===== src/rtl/core/iaf_pkg.sv =====
// Shared types, codes, character and BCD helpers for the integer to ASCII formatter.
`timescale 1ns / 1ps

package iaf_pkg;

	typedef enum logic [1:0] {
		CMD_DEC    = 2'd0,
		CMD_HEX_LO = 2'd1,
		CMD_HEX_UP = 2'd2,
		CMD_PTR    = 2'd3
	} cmd_t;

	typedef enum logic [2:0] {
		ST_IDLE,
		ST_CONV,
		ST_STRIP,
		ST_PFX0,
		ST_PFXX,
		ST_EMIT
	} st_t;

	localparam int NIB_W     = 4;
	localparam int DIG_W     = 64;
	localparam int BCD_DIGS  = 10;
	localparam int BCD_W     = BCD_DIGS * NIB_W;
	localparam int BIN_W     = 32;
	localparam int NDIG_W    = 5;
	localparam int CNT_W     = 4;

	localparam logic [7:0] CH_ZERO = 8'h30;
	localparam logic [7:0] CH_X    = 8'h78;

	// One digit of the hex or decimal alphabet.
	function automatic logic [7:0] nib_char(input logic [3:0] nib, input cmd_t cmd);
		logic [7:0] c;
		begin
			if (nib < 4'd10) begin
				c = CH_ZERO + {4'd0, nib};
			end else if (cmd == CMD_HEX_UP) begin
				c = 8'h41 + {4'd0, nib - 4'd10};
			end else begin
				c = 8'h61 + {4'd0, nib - 4'd10};
			end
			nib_char = c;
		end
	endfunction

	// One shift-and-add-3 step: correct every BCD digit, then shift in one bit.
	function automatic logic [BCD_W-1:0] dd_step(input logic [BCD_W-1:0] bcd,
		input logic bin_bit);
		logic [BCD_W-1:0] adj;
		begin
			adj = bcd;
			for (int i = 0; i < BCD_DIGS; i++) begin
				if (bcd[i*NIB_W +: NIB_W] >= 4'd5) begin
					adj[i*NIB_W +: NIB_W] = bcd[i*NIB_W +: NIB_W] + 4'd3;
				end
			end
			dd_step = {adj[BCD_W-2:0], bin_bit};
		end
	endfunction

endpackage


===== src/rtl/core/integer_to_ascii_formatter_core.sv =====
// Top level of the integer to ASCII formatter: sequencer, shared shift unit, output register.
`timescale 1ns / 1ps

// One request at a time; in_stall is high from acceptance until the last character is loaded.
// Decimal requests first run binary-to-BCD conversion (two bits per cycle through one shift
// unit); hex and pointer requests skip it. Leading zeros are then dropped one digit at a
// time, pointers load their two prefix characters, and the characters are loaded one by one
// as the output register frees up; output stalls hold the sequence.
// Reset clears the sequencer and the output valid; payload registers are not reset.
module integer_to_ascii_formatter_core (
	input  logic               clk,
	input  logic               arst_n,
	input  logic               in_valid,
	output logic               in_stall,
	input  iaf_pkg::cmd_t      cmd,
	input  logic [63:0]        value,
	output logic               out_valid,
	input  logic               out_stall,
	output logic [7:0]         char_out,
	output logic               last
);
	import iaf_pkg::*;

	st_t                state_q, state_d;
	cmd_t               cmd_q;
	logic [DIG_W-1:0]   dig_q;
	logic [BIN_W-1:0]   bin_q;
	logic [NDIG_W-1:0]  ndig_q;
	logic [CNT_W-1:0]   cnt_q;
	logic               out_valid_q;
	logic [7:0]         char_q;
	logic               last_q;

	logic               accept;
	logic               out_free;
	logic               out_load;
	logic [7:0]         char_d;
	logic               last_d;
	logic               conv_step;
	logic               dig_shift;
	logic               top_zero;

	assign accept   = in_valid && (state_q == ST_IDLE);
	assign in_stall = (state_q != ST_IDLE);
	assign out_free = !out_valid_q || !out_stall;
	assign top_zero = (dig_q[DIG_W-1 -: NIB_W] == 4'd0);

	assign out_valid = out_valid_q;
	assign char_out  = char_q;
	assign last      = last_q;

	// Next state.
	always_comb begin
		state_d = state_q;
		unique case (state_q)
			ST_IDLE: begin
				if (in_valid) begin
					state_d = (cmd == CMD_DEC) ? ST_CONV : ST_STRIP;
				end
			end
			ST_CONV: begin
				if (cnt_q == {CNT_W{1'b1}}) begin
					state_d = ST_STRIP;
				end
			end
			ST_STRIP: begin
				if (!(top_zero && ndig_q > NDIG_W'(1))) begin
					state_d = (cmd_q == CMD_PTR) ? ST_PFX0 : ST_EMIT;
				end
			end
			ST_PFX0: begin
				if (out_free) begin
					state_d = ST_PFXX;
				end
			end
			ST_PFXX: begin
				if (out_free) begin
					state_d = ST_EMIT;
				end
			end
			ST_EMIT: begin
				if (out_free && ndig_q == NDIG_W'(1)) begin
					state_d = ST_IDLE;
				end
			end
			default: state_d = ST_IDLE;
		endcase
	end

	// Outputs of the sequencer.
	always_comb begin
		out_load  = 1'b0;
		char_d    = CH_ZERO;
		last_d    = 1'b0;
		conv_step = 1'b0;
		dig_shift = 1'b0;
		unique case (state_q)
			ST_IDLE: begin
			end
			ST_CONV: begin
				conv_step = 1'b1;
			end
			ST_STRIP: begin
				dig_shift = top_zero && (ndig_q > NDIG_W'(1));
			end
			ST_PFX0: begin
				out_load = out_free;
				char_d   = CH_ZERO;
			end
			ST_PFXX: begin
				out_load = out_free;
				char_d   = CH_X;
			end
			ST_EMIT: begin
				out_load  = out_free;
				char_d    = nib_char(dig_q[DIG_W-1 -: NIB_W], cmd_q);
				last_d    = (ndig_q == NDIG_W'(1));
				dig_shift = out_free;
			end
			default: begin
			end
		endcase
	end

	always_ff @(posedge clk or negedge arst_n) begin
		if (!arst_n) begin
			state_q     <= ST_IDLE;
			out_valid_q <= 1'b0;
		end else begin
			state_q <= state_d;
			if (out_load) begin
				out_valid_q <= 1'b1;
			end else if (!out_stall) begin
				out_valid_q <= 1'b0;
			end
		end
	end

	// Working registers: the digit word is consumed from its top nibble.
	always_ff @(posedge clk) begin
		if (accept) begin
			cmd_q <= cmd;
			cnt_q <= '0;
			bin_q <= value[BIN_W-1:0];
			unique case (cmd)
				CMD_DEC: begin
					dig_q  <= '0;
					ndig_q <= NDIG_W'(BCD_DIGS);
				end
				CMD_PTR: begin
					dig_q  <= value;
					ndig_q <= NDIG_W'(DIG_W / NIB_W);
				end
				default: begin
					dig_q  <= {value[BIN_W-1:0], {(DIG_W-BIN_W){1'b0}}};
					ndig_q <= NDIG_W'(BIN_W / NIB_W);
				end
			endcase
		end else if (conv_step) begin
			// Two binary bits per cycle into the BCD field at the top of the digit word.
			dig_q[DIG_W-1 -: BCD_W] <= dd_step(dd_step(dig_q[DIG_W-1 -: BCD_W], bin_q[BIN_W-1]),
				bin_q[BIN_W-2]);
			bin_q <= {bin_q[BIN_W-3:0], 2'b00};
			cnt_q <= cnt_q + CNT_W'(1);
		end else if (dig_shift) begin
			dig_q  <= {dig_q[DIG_W-NIB_W-1:0], {NIB_W{1'b0}}};
			ndig_q <= ndig_q - NDIG_W'(1);
		end
		if (out_load) begin
			char_q <= char_d;
			last_q <= last_d;
		end
	end

endmodule


===== config.mk =====
export PLATFORM = sky130hd
export DESIGN_NAME = integer_to_ascii_formatter_core
export DESIGN_NICKNAME = d
export VERILOG_FILES = /design/src/rtl/core/iaf_pkg.sv /design/src/rtl/core/integer_to_ascii_formatter_core.sv
export SDC_FILE = /design/constraint.sdc
export NUM_CORES = 1
export LEC_CHECK = 0
export BUFFER_PORTS_ARGS = -buffer_cell sky130_fd_sc_hd__buf_2
export CAP_MARGIN = 20
export CORE_ASPECT_RATIO = 0.6
export CORE_MARGIN = 8
export CORE_UTILIZATION = 30
export CTS_CLUSTER_DIAMETER = 30
export CTS_CLUSTER_SIZE = 8
export DETAILED_ROUTE_END_ITERATION = 6
export GPL_ROUTABILITY_DRIVEN = 0
export PLACE_DENSITY = 0.49
export RECOVER_POWER = 50
export SETUP_SLACK_MARGIN = 0.02
export SLEW_MARGIN = 0
export SYNTH_ARGS = -nofsm -noshare
export SYNTH_HDL_FRONTEND = slang
export SYNTH_SLANG_ARGS = --single-unit

===== constraint.sdc =====
create_clock -name clk -period 3 [get_ports clk]
set_input_delay 0.15 -clock clk [delete_from_list [all_inputs] [get_ports clk]]
set_output_delay 0.15 -clock clk [all_outputs]
set_load 0.005 [all_outputs]

==> flow_summary_export.csv <==
group,metric,value,unit
floorplan,dieWidth,226.9,µm
finish,layout-drive-gt1-share,12.89,%
clock_network,post_cts_resized,0,
pwr,internal-power,6.736,mW
timing,final.setup.tns,0,ns
worst_setup_path,worstSetupStartpoint,"state_q[2]",
worst_setup_path,cp.required,3.25,ns
worst_hold_path,hp-start,"out_stall",
pwr,p_sw,5.305,mW
worst_setup_path,r2r-end,"dig_q[62]",
worst_setup_path,setup.worst_path.end,"dig_q[62]",
clock_network,cts_tree,"done",
clock_network,path_clk_slew,0.05,ns
placed_design,place_inst,1287,
finish,n_antenna_cell,0,
flow_run,drv_cap,0,
worst_hold_path,hp-class,"in2reg",
timing,slew_violations,0,
route,drt-total-wl,25050,µm
finish,postLayoutCellArea,9356,µm²
worst_setup_path,timing.rr.start,"state_q[2]",
floorplan,chipHeight,142.6,µm
floorplan,rows,46,
clock_network,clock-root-buffer,"clkbuf_16",
finish,nets,1050,
timing,post-route-period-util,89.53,%
route,first_pass_iters,5,
status,status,"finished, final reports clean",
route,drc_errors,0,
timing,fin_skew,0.009828,ns
timing,max_freq,0.3723,GHz
worst_setup_path,crit_type,"reg2reg",
logic_synthesis,synthCells,891,
clock_network,h-tree-depth,4,
logic_synthesis,syn-cell-area,8009,µm²
worst_setup_path,crit_slowest_cell,"or4b_4",
logic_synthesis,synthArstFlopShare,3.361,%
pwr,clock_power_share,17.7,%
route,viasPerCell,5.321,
timing,min_period,2.686,ns
worst_setup_path,crit_family,"simple AND/OR/NAND/NOR gates",
finish,syn2layout_area_growth,16.83,%
global_route,overflow,0,
clock_network,clock_latency,0.42,ns
logic_synthesis,synth_cell_types,63,
timing,worst-slew-pin-transition,1.043,ns
timing,finalHoldViolCount,0,
worst_setup_path,max_stage_delay,0.73,ns
route,drtIter0Drc,922,
placed_design,placed_area,8743,µm²
timing,rsz0062_at_grt,"no",
logic_synthesis,ys_seq_elements,119,
clock_network,cts_made_buffers,17,
logic_synthesis,yosys.area.top_type_share,41.62,%
clock_network,clkSinkCount,119,
logic_synthesis,synth_fp_nets,992,
logic_synthesis,yosysWarnings,0,
global_route,first_global_vias,6611,
global_route,grt_first_pass_wirelength,38450,µm
placed_design,port_buffers,79,
worst_setup_path,cp-start-kind,"flip-flop",
route,antenna_left,0,
floorplan,core-area,26300,µm²
floorplan,io-pin-count,81,
floorplan,die-area,32350,µm²
finish,post-route-util,35.57,%
floorplan,start_util,30.45,%
clock_network,clockBufferDepth,2,
global_route,grt_antenna_before_repair,0,
pwr,power_frac_seq,32.1,%
worst_setup_path,crit_chain,"or4b_4, inv_1, and2_1, buf_4, a222oi_1, o21a_1, o211ai_1",
pwr,ir_drop,0.5903,mV
logic_synthesis,synth-edff-count,111,
route,wl_per_cell,18.95,µm
logic_synthesis,avgSynthCellArea,8.989,µm²
placed_design,dp_hpwl,18060,µm
worst_setup_path,critPathMaxFanout,29,
worst_setup_path,ff2ff_path_depth,7,
finish,final_cell_count_no_fill,1322,
pwr,p_leak,3.733,nW
global_route,track_usage,15.43,%
pwr,finalPower,12.04,mW
finish,fillers,2699,
worst_setup_path,crit_cells,7,
pwr,swShare,44.06,%
logic_synthesis,synth_ff_type,"edfxtp_1",
timing,setup_violations,0,
pwr,power_frac_comb,50.2,%
worst_setup_path,setup.worst_path.end_class,"flip-flop",
worst_setup_path,crit_buf_inv,2,
logic_synthesis,yosysSeqAreaShare,43.87,%
route,dr_total_vias,7034,
global_route,grt_max_degree,49,
timing,worst_slew_margin_rel,30.18,%
logic_synthesis,synth_area_leader_cell,"edfxtp_1",
worst_setup_path,ff2ff_setup_slack,0.31,ns
pwr,power.density,1287,nW/µm²
worst_setup_path,worstPathArrival,2.94,ns
logic_synthesis,yosys-top-cells-area,"edfxtp_1, nand2_1, ha_1",
==> routing by layer <==
| layer | part of all wire, % | GRT usage (%) |
|---|---|---|
| met3 | 8.8 | 5.269 |
| met4 | 1.4 | 4.509 |
| met2 | 38 | 19.99 |
| met1 | 51 | 23.27 |
| met5 | 0 | 0 |
==> placed cells by master, fill, tap and decap left out, drive strengths merged, types with 9 or more instances in the layout <==
cell    netlist  routed
a211oi       11      11
a21oi        42      42
a222oi       26      26
a31oi         9       9
and2         13      13
and3         12      12
buf          19      83
clkbuf       41      34
edfxtp      111     111
ha           31      31
inv          31      33
mux2i        18      18
nand2       189     189
nand2b       10      10
nand3        58      58
nand3b       11      11
nor2         47      47
nor2b        12      12
o211ai       16      16
o21ai        62      62
o31ai         9       9
or3          12      12
==> logic make-up after synthesis <==
| family | after synthesis | share of synthesized area [%] |
|---|---|---|
| buf+inv | 91 | 4.984 |
| compound gates | 230 | 19.86 |
| fa+ha+maj | 31 | 4.843 |
| simple gates | 387 | 22.56 |
| xor+xnor | 12 | 1.312 |
| flops | 119 | 43.87 |
| other cells | 1 | 0.04682 |
| mux | 20 | 2.531 |
==> registers in the layout, indices dropped and copies added, names as in the netlist <==
register / flops
dig_q: 64
bin_q: 32
char_out: 7
ndig_q: 5
cnt_q: 4
state_q: 3
cmd_q: 2
last: 1
out_valid: 1
==> worst min-delay path by stage <==
| stage | to | slack (ns) | cells after the start |
|---|---|---|---|
| finish | out_valid | 0.03 | 3 |
| floorplan | out_valid | -0.15 | 0 |
| CTS | out_valid | 0.01 | 3 |
| global placement | out_valid | -0.03 | 1 |
| global route | out_valid | 0.04 | 3 |
| detailed placement | out_valid | -0.03 | 1 |
==> tightest hold or removal path, delay by kind of cell <==
kind,cells,cell delay [ns]
buf+inv,1,0.09
simple gates,2,0.18
==> layout make-up <==
type / instances / area, µm² / area share [%]
Clock buffer: 21 / 460.4 / 4.921
Clock inverter: 11 / 146.4 / 1.565
Inverter: 31 / 116.4 / 1.244
Multi-Input combinational cell: 681 / 4115 / 43.98
Sequential cell: 119 / 3513 / 37.55
Tap cell: 360 / 450.4 / 4.814
Timing Repair Buffer: 99 / 554.3 / 5.924
==> synth_stat cells, types with 9 or more instances <==
cell and instances:
mux2i_1 18, a222oi_1 26, ha_1 31, nor2b_1 12, and2_1 13, or3_1 12
nand3_1 58, a21oi_1 42, inv_1 31, clkbuf_1 41, a31oi_1 9, and3_1 12
o21ai_1 18, nor2_1 47, nand2b_1 10, nand2_1 189, o211ai_1 16, a211oi_1 11
o21ai_0 43, edfxtp_1 111, o31ai_1 9, nand3b_1 11, buf_2 13
==> timing repair <==
action                    4_1_cts  5_1_grt
setup buffers                   0        0
hold endpoints to repair        6        0
hold buffers                    3        0
==> power by group through the flow <==
stage | Clock, mW | Combinational [mW] | Sequential [mW]
after floorplan | 0 | 4.86 | 3.38
final | 2.13 | 6.05 | 3.86
after global routing | 2.24 | 6.83 | 3.99
after global placement | 0 | 6.03 | 3.87
after detailed placement | 0 | 5.99 | 3.87
after CTS | 2.18 | 6.04 | 3.84
==> through the flow <==
| step | hold slack (ns) | setup slack [ns] |
|---|---|---|
| 3_5_place_dp | -0.03422 | 0.3900 |
| 2_1_floorplan | -0.1456 | 0.5421 |
| 4_1_cts | 0.01160 | 0.3445 |
| 6_report | 0.03440 | 0.3140 |
| 3_3_place_gp | -0.03471 | 0.4255 |
| 5_1_grt | 0.03627 | 0.1297 |
Power figures use the tool's default switching activity.
